--- src/sv/midpoint_displacement_terrain_macros.svh ---
// ----------------------------------------------------------------------------
// Assertion macros for the terrain generator
// Shared concurrent assertion forms, all clocked on the rising edge and
// disabled while the active-low reset is asserted.
// ----------------------------------------------------------------------------
`ifndef MIDPOINT_DISPLACEMENT_TERRAIN_MACROS_SVH
`define MIDPOINT_DISPLACEMENT_TERRAIN_MACROS_SVH

// Consequent must hold in the same cycle as the antecedent.
`define MDT_ASSERT_IMPLY(label, clk, rst_n, ante, cons, msg) \
    label: assert property (@(posedge clk) disable iff (!(rst_n)) (ante) |-> (cons)) \
        else $error(msg);

// Consequent must hold in the cycle after the antecedent.
`define MDT_ASSERT_NEXT(label, clk, rst_n, ante, cons, msg) \
    label: assert property (@(posedge clk) disable iff (!(rst_n)) (ante) |=> (cons)) \
        else $error(msg);

// Consequent must hold a fixed number of cycles after the antecedent.
`define MDT_ASSERT_AFTER(label, clk, rst_n, ante, n, cons, msg) \
    label: assert property (@(posedge clk) disable iff (!(rst_n)) (ante) |-> ##n (cons)) \
        else $error(msg);

`endif

--- src/sv/mdt_pkg.sv ---
// ----------------------------------------------------------------------------
// Terrain generator package
// Grid geometry, payload types, memory request bundle and address helper.
// ----------------------------------------------------------------------------
`default_nettype none

package mdt_pkg;

    // Grid geometry: (2^GRID_LOG + 1) points on a side.
    localparam int GRID_LOG   = 8;
    localparam int GRID_LAST  = 1 << GRID_LOG;
    localparam int GRID_N     = GRID_LAST + 1;
    localparam int GRID_DEPTH = GRID_N * GRID_N;
    localparam int COORD_W    = GRID_LOG + 1;
    localparam int ADDR_W     = $clog2(GRID_DEPTH);
    localparam int HEIGHT_W   = 12;
    localparam int PHASE_W    = 4;

    // Field widths and constants of the channels.
    localparam int RAND_W     = 9;
    localparam int OUT_W      = 8;
    localparam int SEA_W      = 9;
    localparam int SEA_RESET  = 144;
    localparam int CORNER_SUB = 255;
    localparam int OUT_MAX    = 159;

    // Command codes.
    localparam logic CMD_FILL = 1'b0;
    localparam logic CMD_READ = 1'b1;

    typedef logic [COORD_W-1:0]         coord_t;
    typedef logic [ADDR_W-1:0]          grid_addr_t;
    typedef logic signed [HEIGHT_W-1:0] height_t;

    typedef struct packed {
        logic              command;
        logic [RAND_W-1:0] random_bits;
        logic [OUT_W-1:0]  col_x;
        logic [OUT_W-1:0]  row_y;
    } mdt_in_t;

    typedef struct packed {
        logic       ready_res;
        logic [5:0] height;
        logic [3:0] colour;
    } mdt_out_t;

    // Memory accesses requested by the fill controller.
    typedef struct packed {
        grid_addr_t rd_addr_a;
        grid_addr_t rd_addr_b;
        grid_addr_t wr_addr;
        height_t    wr_data;
    } mdt_ram_req_t;

    // Linear address of point (x,y): x * GRID_N + y as shift and add.
    function automatic grid_addr_t grid_addr(input coord_t x, input coord_t y);
        return (grid_addr_t'(x) << GRID_LOG) + grid_addr_t'(x) + grid_addr_t'(y);
    endfunction

endpackage

`default_nettype wire

--- src/sv/mdt_fill_ctl.sv ---
// ----------------------------------------------------------------------------
// Fill controller
// Walks the midpoint displacement order, issues the neighbor reads and
// forms the value written back in the next cycle.
// ----------------------------------------------------------------------------
`default_nettype none
`include "midpoint_displacement_terrain_macros.svh"

module mdt_fill_ctl (
    input  wire logic                        aclk,
    input  wire logic                        aresetn,
    input  wire logic                        advance,
    input  wire logic [mdt_pkg::RAND_W-1:0]  random_bits,
    input  wire mdt_pkg::height_t            rd_data_a,
    input  wire mdt_pkg::height_t            rd_data_b,
    output mdt_pkg::mdt_ram_req_t            ram_req,
    output logic                             grid_done
);

    import mdt_pkg::*;

    logic [PHASE_W-1:0] phase_reg, phase_next;
    logic               pass_reg, pass_next;
    coord_t             x_reg, x_next;
    coord_t             y_reg, y_next;
    logic               done_reg, done_next;
    logic               corner_reg;
    logic signed [9:0]  disp_reg;
    grid_addr_t         wr_addr_reg;

    coord_t             step;
    logic [COORD_W:0]   step2;
    logic [COORD_W:0]   x_plus2, y_plus2, x_plus1;
    coord_t             ax, ay, bx, by, cx, cy;
    logic [RAND_W-1:0]  rnd_masked;
    logic signed [9:0]  disp, corner_val;
    logic signed [12:0] sum, half, wr_val;

    // Half step of the current phase and its double.
    always_comb begin
        step  = coord_t'(1) << (GRID_LOG - int'(phase_reg));
        step2 = {1'b0, step} << 1;
    end

    // Neighbor coordinates for the current point.
    always_comb begin
        if (pass_reg == 1'b0) begin
            ax = x_reg - step;
            ay = y_reg;
            bx = x_reg + step;
            by = y_reg;
        end else begin
            ax = x_reg;
            ay = y_reg - step;
            bx = x_reg;
            by = y_reg + step;
        end
        cx = x_reg[1] ? coord_t'(GRID_LAST) : '0;
        cy = x_reg[0] ? coord_t'(GRID_LAST) : '0;
    end

    // Displacement (r & (2s-1)) - (s-1), and the corner value r - 255.
    always_comb begin
        rnd_masked = random_bits & RAND_W'(step2 - 1'b1);
        disp       = $signed({1'b0, rnd_masked}) - $signed({1'b0, step - 1'b1});
        corner_val = $signed({1'b0, random_bits}) - 10'sd255;
    end

    // Next position in the fill order.
    always_comb begin
        phase_next = phase_reg;
        pass_next  = pass_reg;
        x_next     = x_reg;
        y_next     = y_reg;
        done_next  = done_reg;
        x_plus2    = {1'b0, x_reg} + step2;
        y_plus2    = {1'b0, y_reg} + step2;
        x_plus1    = {1'b0, x_reg} + {1'b0, step};
        if (phase_reg == '0) begin
            // Corners.
            if (x_reg == coord_t'(3)) begin
                phase_next = PHASE_W'(1);
                pass_next  = 1'b0;
                x_next     = coord_t'(GRID_LAST / 2);
                y_next     = '0;
            end else begin
                x_next = x_reg + 1'b1;
            end
        end else if (pass_reg == 1'b0) begin
            // Row pass.
            if (x_plus2 > (COORD_W + 1)'(GRID_LAST)) begin
                x_next = step;
                if (y_plus2 > (COORD_W + 1)'(GRID_LAST)) begin
                    pass_next = 1'b1;
                    x_next    = '0;
                    y_next    = step;
                end else begin
                    y_next = y_plus2[COORD_W-1:0];
                end
            end else begin
                x_next = x_plus2[COORD_W-1:0];
            end
        end else begin
            // Column pass.
            if (y_plus2 > (COORD_W + 1)'(GRID_LAST)) begin
                y_next = step;
                if (x_plus1 > (COORD_W + 1)'(GRID_LAST)) begin
                    if (phase_reg >= PHASE_W'(GRID_LOG)) begin
                        done_next = 1'b1;
                        x_next    = '0;
                        y_next    = '0;
                    end else begin
                        phase_next = phase_reg + 1'b1;
                        pass_next  = 1'b0;
                        x_next     = step >> 1;
                        y_next     = '0;
                    end
                end else begin
                    x_next = x_plus1[COORD_W-1:0];
                end
            end else begin
                y_next = y_plus2[COORD_W-1:0];
            end
        end
    end

    // Position state.
    always_ff @(posedge aclk) begin
        if (!aresetn) begin
            phase_reg <= '0;
            pass_reg  <= 1'b0;
            x_reg     <= '0;
            y_reg     <= '0;
            done_reg  <= 1'b0;
        end else if (advance && !done_reg) begin
            phase_reg <= phase_next;
            pass_reg  <= pass_next;
            x_reg     <= x_next;
            y_reg     <= y_next;
            done_reg  <= done_next;
        end
    end

    // Target and displacement held for the write cycle.
    always_ff @(posedge aclk) begin
        if (advance) begin
            corner_reg  <= (phase_reg == '0);
            disp_reg    <= (phase_reg == '0) ? corner_val : disp;
            wr_addr_reg <= (phase_reg == '0) ? grid_addr(cx, cy) : grid_addr(x_reg, y_reg);
        end
    end

    // Average truncated toward zero plus displacement.
    always_comb begin
        sum    = $signed({rd_data_a[HEIGHT_W-1], rd_data_a})
               + $signed({rd_data_b[HEIGHT_W-1], rd_data_b});
        half   = (sum + $signed({12'b0, sum[12]})) >>> 1;
        wr_val = half + $signed({{3{disp_reg[9]}}, disp_reg});
    end

    always_comb begin
        ram_req.rd_addr_a = grid_addr(ax, ay);
        ram_req.rd_addr_b = grid_addr(bx, by);
        ram_req.wr_addr   = wr_addr_reg;
        ram_req.wr_data   = corner_reg ? height_t'({{2{disp_reg[9]}}, disp_reg})
                                       : wr_val[HEIGHT_W-1:0];
    end

    assign grid_done = done_reg;

    `MDT_ASSERT_IMPLY(a_done_last_phase, aclk, aresetn, done_reg, phase_reg == PHASE_W'(GRID_LOG), "grid done before the last phase")
    `MDT_ASSERT_IMPLY(a_pos_in_grid, aclk, aresetn, 1'b1, (x_reg <= coord_t'(GRID_LAST)) && (y_reg <= coord_t'(GRID_LAST)), "fill position outside the grid")
    `MDT_ASSERT_NEXT(a_corner_exit, aclk, aresetn, advance && (phase_reg == '0) && (x_reg == coord_t'(3)), (phase_reg == PHASE_W'(1)) && (x_reg == coord_t'(GRID_LAST / 2)) && !pass_reg, "corners did not hand over to the first row pass")

endmodule

`default_nettype wire

--- config.mk ---
export PLATFORM = sky130hd
export DESIGN_NAME = mdt_fill_ctl
export DESIGN_NICKNAME = d
export VERILOG_FILES = /design/src/sv/mdt_pkg.sv /design/src/sv/mdt_fill_ctl.sv
export VERILOG_INCLUDE_DIRS = /design/src /design/src/sv
export SDC_FILE = /design/constraint.sdc
export NUM_CORES = 1
export LEC_CHECK = 0
export BUFFER_PORTS_ARGS = -buffer_cell sky130_fd_sc_hd__buf_2
export CORE_MARGIN = 2
export CORE_UTILIZATION = 38
export CTS_CLUSTER_DIAMETER = 60
export DETAILED_ROUTE_END_ITERATION = 7
export GPL_TIMING_DRIVEN = 1
export PLACE_DENSITY = 0.62
export SLEW_MARGIN = 20
export SYNTH_ARGS = -nofsm -noshare
export SYNTH_HDL_FRONTEND = slang
export SYNTH_SLANG_ARGS = --single-unit
--- constraint.sdc ---
create_clock -name aclk -period 7.98 [get_ports aclk]
set_input_delay 1.596 -clock aclk [delete_from_list [all_inputs] [get_ports aclk]]
set_output_delay 1.596 -clock aclk [all_outputs]
set_load 0.01 [all_outputs]
Word level (Yosys, flattened, before mapping). Cells that the tools add are included.

Register bits: 52. Output and inout bits: 64. Logic and storage cells: 94.

Bitwise logic cells: 2. Magnitude comparators: 4. Add/subtract/negate cells: 25. Reduce and logical (&&, ||, !) cells: 12. Mux-type cells: 38. Shift-type cells: 1. Eq/ne operators: 4.

Operator list (count): 9-bit two-way mux (20); 17-bit by 9-bit adder with 17-bit output (8); 1-bit by 32-bit << shifter with 9-bit output, first input constant (1); 10-bit by 9-bit > comparator with 1-bit output, second input constant (3); 4-bit two-way mux (6); 9-bit by 10-bit adder with 10-bit output (2); 9-bit adder (2); 9-bit by 1-bit subtractor with 9-bit output, second input constant (2); 9-bit subtractor (2); 17-bit two-way mux (1); 12-bit by 12-bit adder with 13-bit output (1); 13-bit by 2-bit adder with 13-bit output (1); 12-bit by 10-bit adder with 12-bit output (1); 12-bit two-way mux (1); 6-bit AND reduction (2); 9-bit by 9-bit adder with 10-bit output (1); 10-bit two-way mux (1); 9-bit by 8-bit subtractor with 10-bit output, second input constant (1); 9-bit by 9-bit subtractor with 10-bit output (1); 9-bit by 1-bit adder with 9-bit output, second input constant (1); 9-bit bitwise AND (1); 9-bit by 2-bit equality test with 1-bit output, second input constant (1); 1-bit two-way mux (8); 8-bit two-way mux (1); other kinds (14) (17).

Depth between registers and ports, before layout. Gate-level depths: netlist (run 1).

Word-level depth: 8. Mapped depth: 29.

Worst setup path before layout (run 1). OpenSTA, ideal clock, no wires.

Path type: input to output. From: in rd_data_a[0]. To: out ram_req[11] (netlist bit). Data arrival time: 6.120 ns. Setup slack: 0.264 ns. Data required time: 6.384 ns. Stages: 23. Path buffers: 0. Path through: ha_1 -> fa_1 -> a211oi_4 -> o211ai_2 -> a31oi_1 -> o21bai_1 -> and3_1 -> nor2_1 -> ha_1 -> o211ai_1 -> nor4_1 -> inv_1 -> nor3_1 -> xor2_1 -> ha_1 -> or2_2 -> a21oi_1 -> a21oi_1 -> nand2_1 -> a211oi_1 -> a31oi_1 -> o21ai_0 -> or4_1.

RTL lines: from (decl) (RTL line mdt_fill_ctl.sv:14) `input wire mdt_pkg::height_t rd_data_a,`; to (decl) (RTL line mdt_fill_ctl.sv:16) `output mdt_pkg::mdt_ram_req_t ram_req,`.

==> results.md, run 1 <==
* Status: finished clean
* Leakage power at between 4 and 5 nW
* ANT nets after route at 0
* Synth Area per Inst at 7.86 sq um
* 1st-pass router iterations at 5
* Hold depth at 2
* Die height at about 160 um
* Core area at ~23000 sq um
* Total global-route track usage at 20.2%
* Most common cell after layout, fill and taps aside: ha_1
* EDFF count, synth at 28
* Via-to-Cell Ratio at 5.49
* Clk slew on worst S/H paths at ~0.070 ns
* Power density over the cells at 109 nW/um^2
* Clk sinks at 52
* Leading cell types in the layout, fill and taps excluded: ha_1 (137), buf_2 (99), nor2_1 (89)
* Placer Congestion at 0.960
* Clk pwr share at 19.7%
* FP Rows at 56
* Final setup viols at 0
* Synthesized net count at 1329
* Clock Path Buffers at 2
* CP Data Arrival Time at a little over 6 ns
* Slew HR at roughly 40%
* Antenna diodes at 0
* Placed insts at 1549
* Reg-to-Reg Start: phase_reg[0]$_SDFFE_PN0P_
* Worst path required time at 6.38 ns
* # DRC at 0
* Storage cell area at 1320 sq um
* Worst Clk Skew at 0.00970 ns
* Initial antenna violation count at 1
* Syn. warnings at 0
* Worst Hold Launch: grid_done$_SDFFE_PN0P_
* Flop-to-flop setup slack at about 2.7 ns
* Worst hold slack at ~0.52 ns
* Root buf cell: clkbuf_16
* Largest net degree at the start of global routing at 43
* Peak VDD IR at between 0.00007 and 0.00008 V
* CP Class: primary input to output pin
* Synth Flop Type: edfxtp_1
* First-pass GRT wire length at between 40 and 50 mm
* Wirelength per Cell at 16.2 um
* Post-DP HPWL at 19.8 mm
* Maxcap violations at 0
* CTS buffer count at 5
* Ratio of cells with drive above 1 in the final layout at 15.9%
* Comb power frac at between 50 and 60%
* Drt total wl at 25.4 mm
* Grt total ovfl at 0
* Switch Pwr at 0.000455 W
* Max-slew violation count at 0
* Initial DRC count at 611
* Pint at roughly 0.00067 W
* Switching share of power at 40.6%
* R2R depth at 18
* Syn Inst Count at 1138
* Number of global-route vias before repair at 7907
* Final min period at roughly 7.7 ns
* Worst Tran Pin Value at 0.912 ns
* Final core utilization at 44.0%
* Die width at 157 um
* Total Die Area at 24800 sq um
* Sequential fraction of the synthesis area at roughly 15%
* Element type at the critical path end: output pin
* Worst Hold End: grid_done$_SDFFE_PN0P_
* Synth async-reset ratio at 0%
* Sequential share of power at roughly 28%
* Max Fclk at around 130 MHz
* Nets at 1435
* P&R area growth vs syn at 14.5%
* Fin. Hold Viols at 0
* Library cells used by synthesis at 80
* Final Cycle Share at 96.8%
* Via count at 8590
* Mapped cell area at just under 9000 sq um
* Post-synthesis register bit count at 52
* Setup tns final at 0 ns
* Worst-Skew Late Latency at 0.30 ns
* CTS H-tree depth at 2
* Starting Density at between 30 and 40%
* RR Endpoint: y_reg[7]$_SDFFE_PN0P_
* Hold Buf Count CTS at 0
* Port buffer count at 99
* CP startpoint kind: primary input
* CTS tree: done
* Fillers at 2428
* Multi-input logic area at 7340 sq um
* IO Count at 100
* Fin cells at about 1600
* Hold Crit Class: flip-flop to flip-flop
* Max reg flops at 17
* CP startpoint: rd_data_b[0]
* Crit path max fanout at 4
==> how the worst max path moves through the flow <==
stage | end | slack, ns | cells past startpoint
finish | ram_req[11] | 0.26 | 25
global route | ram_req[11] | -0.02 | 25
CTS | ram_req[61] | 0.01 | 26
detailed placement | ram_req[11] | -0.02 | 25
global placement | ram_req[11] | 0.08 | 25
floorplan | ram_req[11] | 0.26 | 23
==> logic make-up (layout without fill, tap and decap cells) <==
family / after synthesis / after routing / synth area share [%]
mux: 18 / 18 / 2.13
xor+xnor: 109 / 109 / 10.7
fa+ha+maj: 155 / 155 / 22.9
flops: 52 / 52 / 14.8
buf+inv: 111 / 218 / 4.68
simple gates: 359 / 359 / 20.2
compound gates: 334 / 334 / 24.6
==> what timing repair did <==
item                       4_1_cts  5_1_grt
resized for setup                1       31
setup buffers                    0        7
setup endpoints to repair        1       15
pin swaps                        0       22
==> critical path, stage by stage <==
cell,delay (ns)
buf_2,0.11
ha_4,0.16
fa_2,0.38
a211oi_4,0.29
o211ai_2,0.13
a31oi_1,0.15
o21bai_1,0.11
and3_1,0.18
nor2_1,0.10
ha_2,0.20
o211ai_1,0.12
nor4_2,0.38
buf_4,0.19
nand2_4,0.06
xnor2_4,0.17
ha_4,0.18
nor3_2,0.16
o211ai_1,0.18
a31oi_4,0.21
a21oi_2,0.09
buf_4,0.15
nand2_1,0.08
a2111oi_2,0.06
or4_1,0.53
buf_2,0.16
==> stage by stage <==
step           worst slack, ns  area (sq um)  power [W]
2_1_floorplan            0.264          8950   0.000709
3_3_place_gp            0.0763          9910   0.000868
3_5_place_dp           -0.0181          9910   0.000872
4_1_cts                 0.0112         10100    0.00109
5_1_grt                -0.0199         10200    0.00120
6_report                 0.257         10200    0.00112
==> cell type report <==
cell class	instances	share of cell area, %
multi-input cells	975	71.7
flip-flops and latches	52	12.9
repair buffers	132	7.26
well taps	319	3.90
inverters	78	2.86
clock buffers	5	1.22
clock inverters	3	0.183
==> cells in the mapped netlist (12+ instances only) <==
library cell	n	area, sq um
nor2_1	91	342
nand3_1	27	135
xor2_1	28	245
a21oi_1	90	450
nor3_1	22	110
nor2b_1	23	144
clkbuf_1	26	97.6
o21ai_0	74	370
a211oi_1	12	90.1
a31oi_1	18	113
o21bai_1	18	135
nand4_1	13	81.3
a21o_1	22	165
ha_1	140	1750
o211ai_1	17	128
fa_1	15	300
edfxtp_1	28	841
nand2b_1	21	131
inv_1	78	293
xnor2_1	81	709
nand2_1	89	334
dfxtp_1	24	480
==> power by group through the flow <==
stage	clock network, W	logic [W]	registers (W)
finish	0.000221	0.000584	0.000317
floorplan	0	0.000396	0.000313
CTS	0.000224	0.000555	0.000316
global placement	0	0.000546	0.000322
detailed placement	0	0.000549	0.000322
global route	0.000231	0.000649	0.000318
==> metal layers <==
metal	track usage, %	vias to the layer above	share of wire (%)
li1	-	4350	-
met1	28.2	3967	48
met2	33.1	236	45
met3	2.31	35	5.7
met4	5.58	2	2.0
met5	0	-	0.051
Power figures use the tool's default switching activity.
==> run 2: changes to the inputs <==
Settings changed: CORE_ASPECT_RATIO set to 1.25.
==> results.md, run 2 (same netlist as run 1, synthesis figures left out) <==
* Status: finished clean
* Initial antenna violation count at 1 (unchanged)
* Maxcap violations at 0 (unchanged)
* Worst Tran Pin Value at 1.00 ns (+0.0878 ns)
* Total global-route track usage at 19.9% (-0.30 points)
* Max-slew violation count at 0 (unchanged)
* Wirelength per Cell at 16.6 um (+2.5%)
* Initial DRC count at 444 (-27%)
* Final setup viols at 0 (unchanged)
* Ratio of cells with drive above 1 in the final layout at 15.7% (-0.24 points)
* Max Fclk at 130 MHz (+0.17%)
* CTS tree: done
* Multi-input logic area at 7290 sq um (-0.68%)
* Placed Area at 9870 sq um (-0.39%)
* Clk sinks at 52 (unchanged)
* Fin cells at 1533 (-2.0%)
* Switch Pwr at 0.000449 W (-1.5%)
* Power density over the cells at 110 nW/um^2 (+0.15%)
* Via-to-Cell Ratio at 5.64 (+2.7%)
* Element type at the critical path end: output pin
* Placer Congestion at 0.948 (-1.2%)
* Antenna diodes at 0 (unchanged)
* Fin. Hold Viols at 0 (unchanged)
* Leakage power at 4.74 nW (+0.25%)
* Worst-Skew Late Latency at 0.30 ns (about the same)
* Clk slew on worst S/H paths at 0.08 ns (about the same)
* Max reg flops at 17 (unchanged)
* Slew HR at 33.3% (-5.9 points)
* Number of global-route vias before repair at 8192 (+3.6%)
* Worst Clk Skew at 0.00951 ns (-0.000193 ns)
* Nets at 1435 (unchanged)
* Placed insts at 1518 (-2.0%)
* Die width at 141 um (-10%)
* Largest net degree at the start of global routing at 40 (-7.0%)
* # DRC at 0 (unchanged)
* Post-DP HPWL at 20.3 mm (+2.3%)
* Total Die Area at 24800 sq um (about the same)
* Core area at 23000 sq um (-0.96%)
* Drt total wl at 25.5 mm (+0.45%)
* Grt total ovfl at 0 (unchanged)
* Storage cell area at 1320 sq um (unchanged)
* Clk pwr share at 20.0% (+0.3 points)
* CP startpoint kind: primary input
* CP Class: primary input to output pin
* Starting Density at 38.8% (+0.37 points)
* Final Cycle Share at 96.6% (-0.17 points)
* Setup tns final at 0 ns (unchanged)
* IO Count at 100 (unchanged)
* Clock Path Buffers at 2 (unchanged)
* Design area at 10200 sq um (-0.78%)
* Switching share of power at 40.3% (-0.36 points)
* CP Data Arrival Time at 6.11 ns (-0.02 ns)
* Peak VDD IR at 0.0000745 V (-4.1%)
* Root buf cell: clkbuf_16
* Via count at 8643 (+0.62%)
* CTS H-tree depth at 2 (unchanged)
* First-pass GRT wire length at 40.6 mm (+0.55%)
* FP Rows at 62 (+11%)
* Worst path required time at 6.38 ns (about the same)
* Hold Crit Class: flip-flop to flip-flop
* Leading cell types in the layout, fill and taps excluded: ha_1 (138), buf_2 (99), nand2_1 (89)
* Crit path max fanout at 3 (-1)
* Sequential share of power at 28.4% (about the same)
* Most common cell after layout, fill and taps aside: ha_1
* CTS buffer count at 5 (unchanged)
* Fillers at 2310 (-4.9%)
* P&R area growth vs syn at 13.6%
* 1st-pass router iterations at 5 (unchanged)
* Final min period at 7.71 ns (-0.0133 ns)
* Die height at 176 um (+12%)
* Pint at 0.000665 W (about the same)
* ANT nets after route at 0 (unchanged)
* Port buffer count at 99 (unchanged)
* Comb power frac at 51.6% (-0.5 points)
## run 2: area by class of cell
class                      instances  area share, %
inverter                          78           2.88
clock inverter                     3          0.271
tap                              288           3.55
sequential                        52           13.0
multi-input combinational        975           71.7
clock buffer                       5           1.23
timing repair buffer             132           7.31
## run 2: critical path, cell delays in order
cell and delay (ns):
buf_2 0.10, ha_1 0.22, fa_2 0.38, a211oi_4 0.25
o211ai_2 0.14, a31oi_1 0.15, o21bai_1 0.09, and3_1 0.21
nor2_2 0.10, ha_2 0.19, o211ai_1 0.13, nor4_2 0.18
buf_4 0.16, nand2_1 0.06, xnor2_1 0.15, ha_2 0.35
nor2_1 0.06, nor2_2 0.15, a31oi_4 0.12, a21oi_2 0.21
or2_4 0.16, a211oi_1 0.06, a31oi_1 0.15, o21ai_0 0.09
or4_1 0.50, buf_2 0.15
## run 2: stage by stage
stage / utilization (%) / hold WS, ns / setup slack [ns] / power, W
after global routing: 44.1 / 0.540 / -0.00316 / 0.00120
final: 44.1 / 0.520 / 0.270 / 0.00111
after global placement: 42.9 / 0.480 / 0.0926 / 0.000864
after CTS: 43.7 / 0.523 / 0.00544 / 0.00110
after detailed placement: 42.9 / 0.505 / 0.00521 / 0.000869
after floorplan: - / 0.521 / 0.264 / 0.000709
## run 2: timing repair
action / in CTS / in global routing
setup endpoints to repair: 1 / 15
hold buffers: 0 / 0
hold endpoints to repair: 0 / 0
gates cloned: 0 / 0
resized for setup: 6 / 19
pin swaps: 9 / 9
setup buffers: 2 / 5
## run 2: path summary, 6_finish.rpt
check                       startpoint                endpoint  slack [ns]  depth (start not counted)
max                       rd_data_a[0]             ram_req[11]        0.27                         26
min             grid_done$_SDFFE_PN0P_  grid_done$_SDFFE_PN0P_        0.52                          2
max reg2reg  phase_reg[0]$_SDFFE_PN0P_   x_reg[4]$_SDFFE_PN0P_        2.23                         17
min reg2reg     grid_done$_SDFFE_PN0P_  grid_done$_SDFFE_PN0P_        0.52                          2
## run 2: power by group through the flow
stage / Combinational, W / Clock, W / Sequential [W]
floorplan: 0.000396 / 0 / 0.000313
global placement: 0.000542 / 0 / 0.000322
detailed placement: 0.000547 / 0 / 0.000322
CTS: 0.000560 / 0.000228 / 0.000316
global route: 0.000639 / 0.000239 / 0.000318
finish: 0.000575 / 0.000223 / 0.000316
## run 2: per-layer routing
metal	wire length (um)	up-vias	track usage, %
met4	928	2	7.67
met5	7	-	0
met1	10700	3983	24.0
met3	1350	54	2.21
li1	-	4343	-
met2	12500	261	36.2
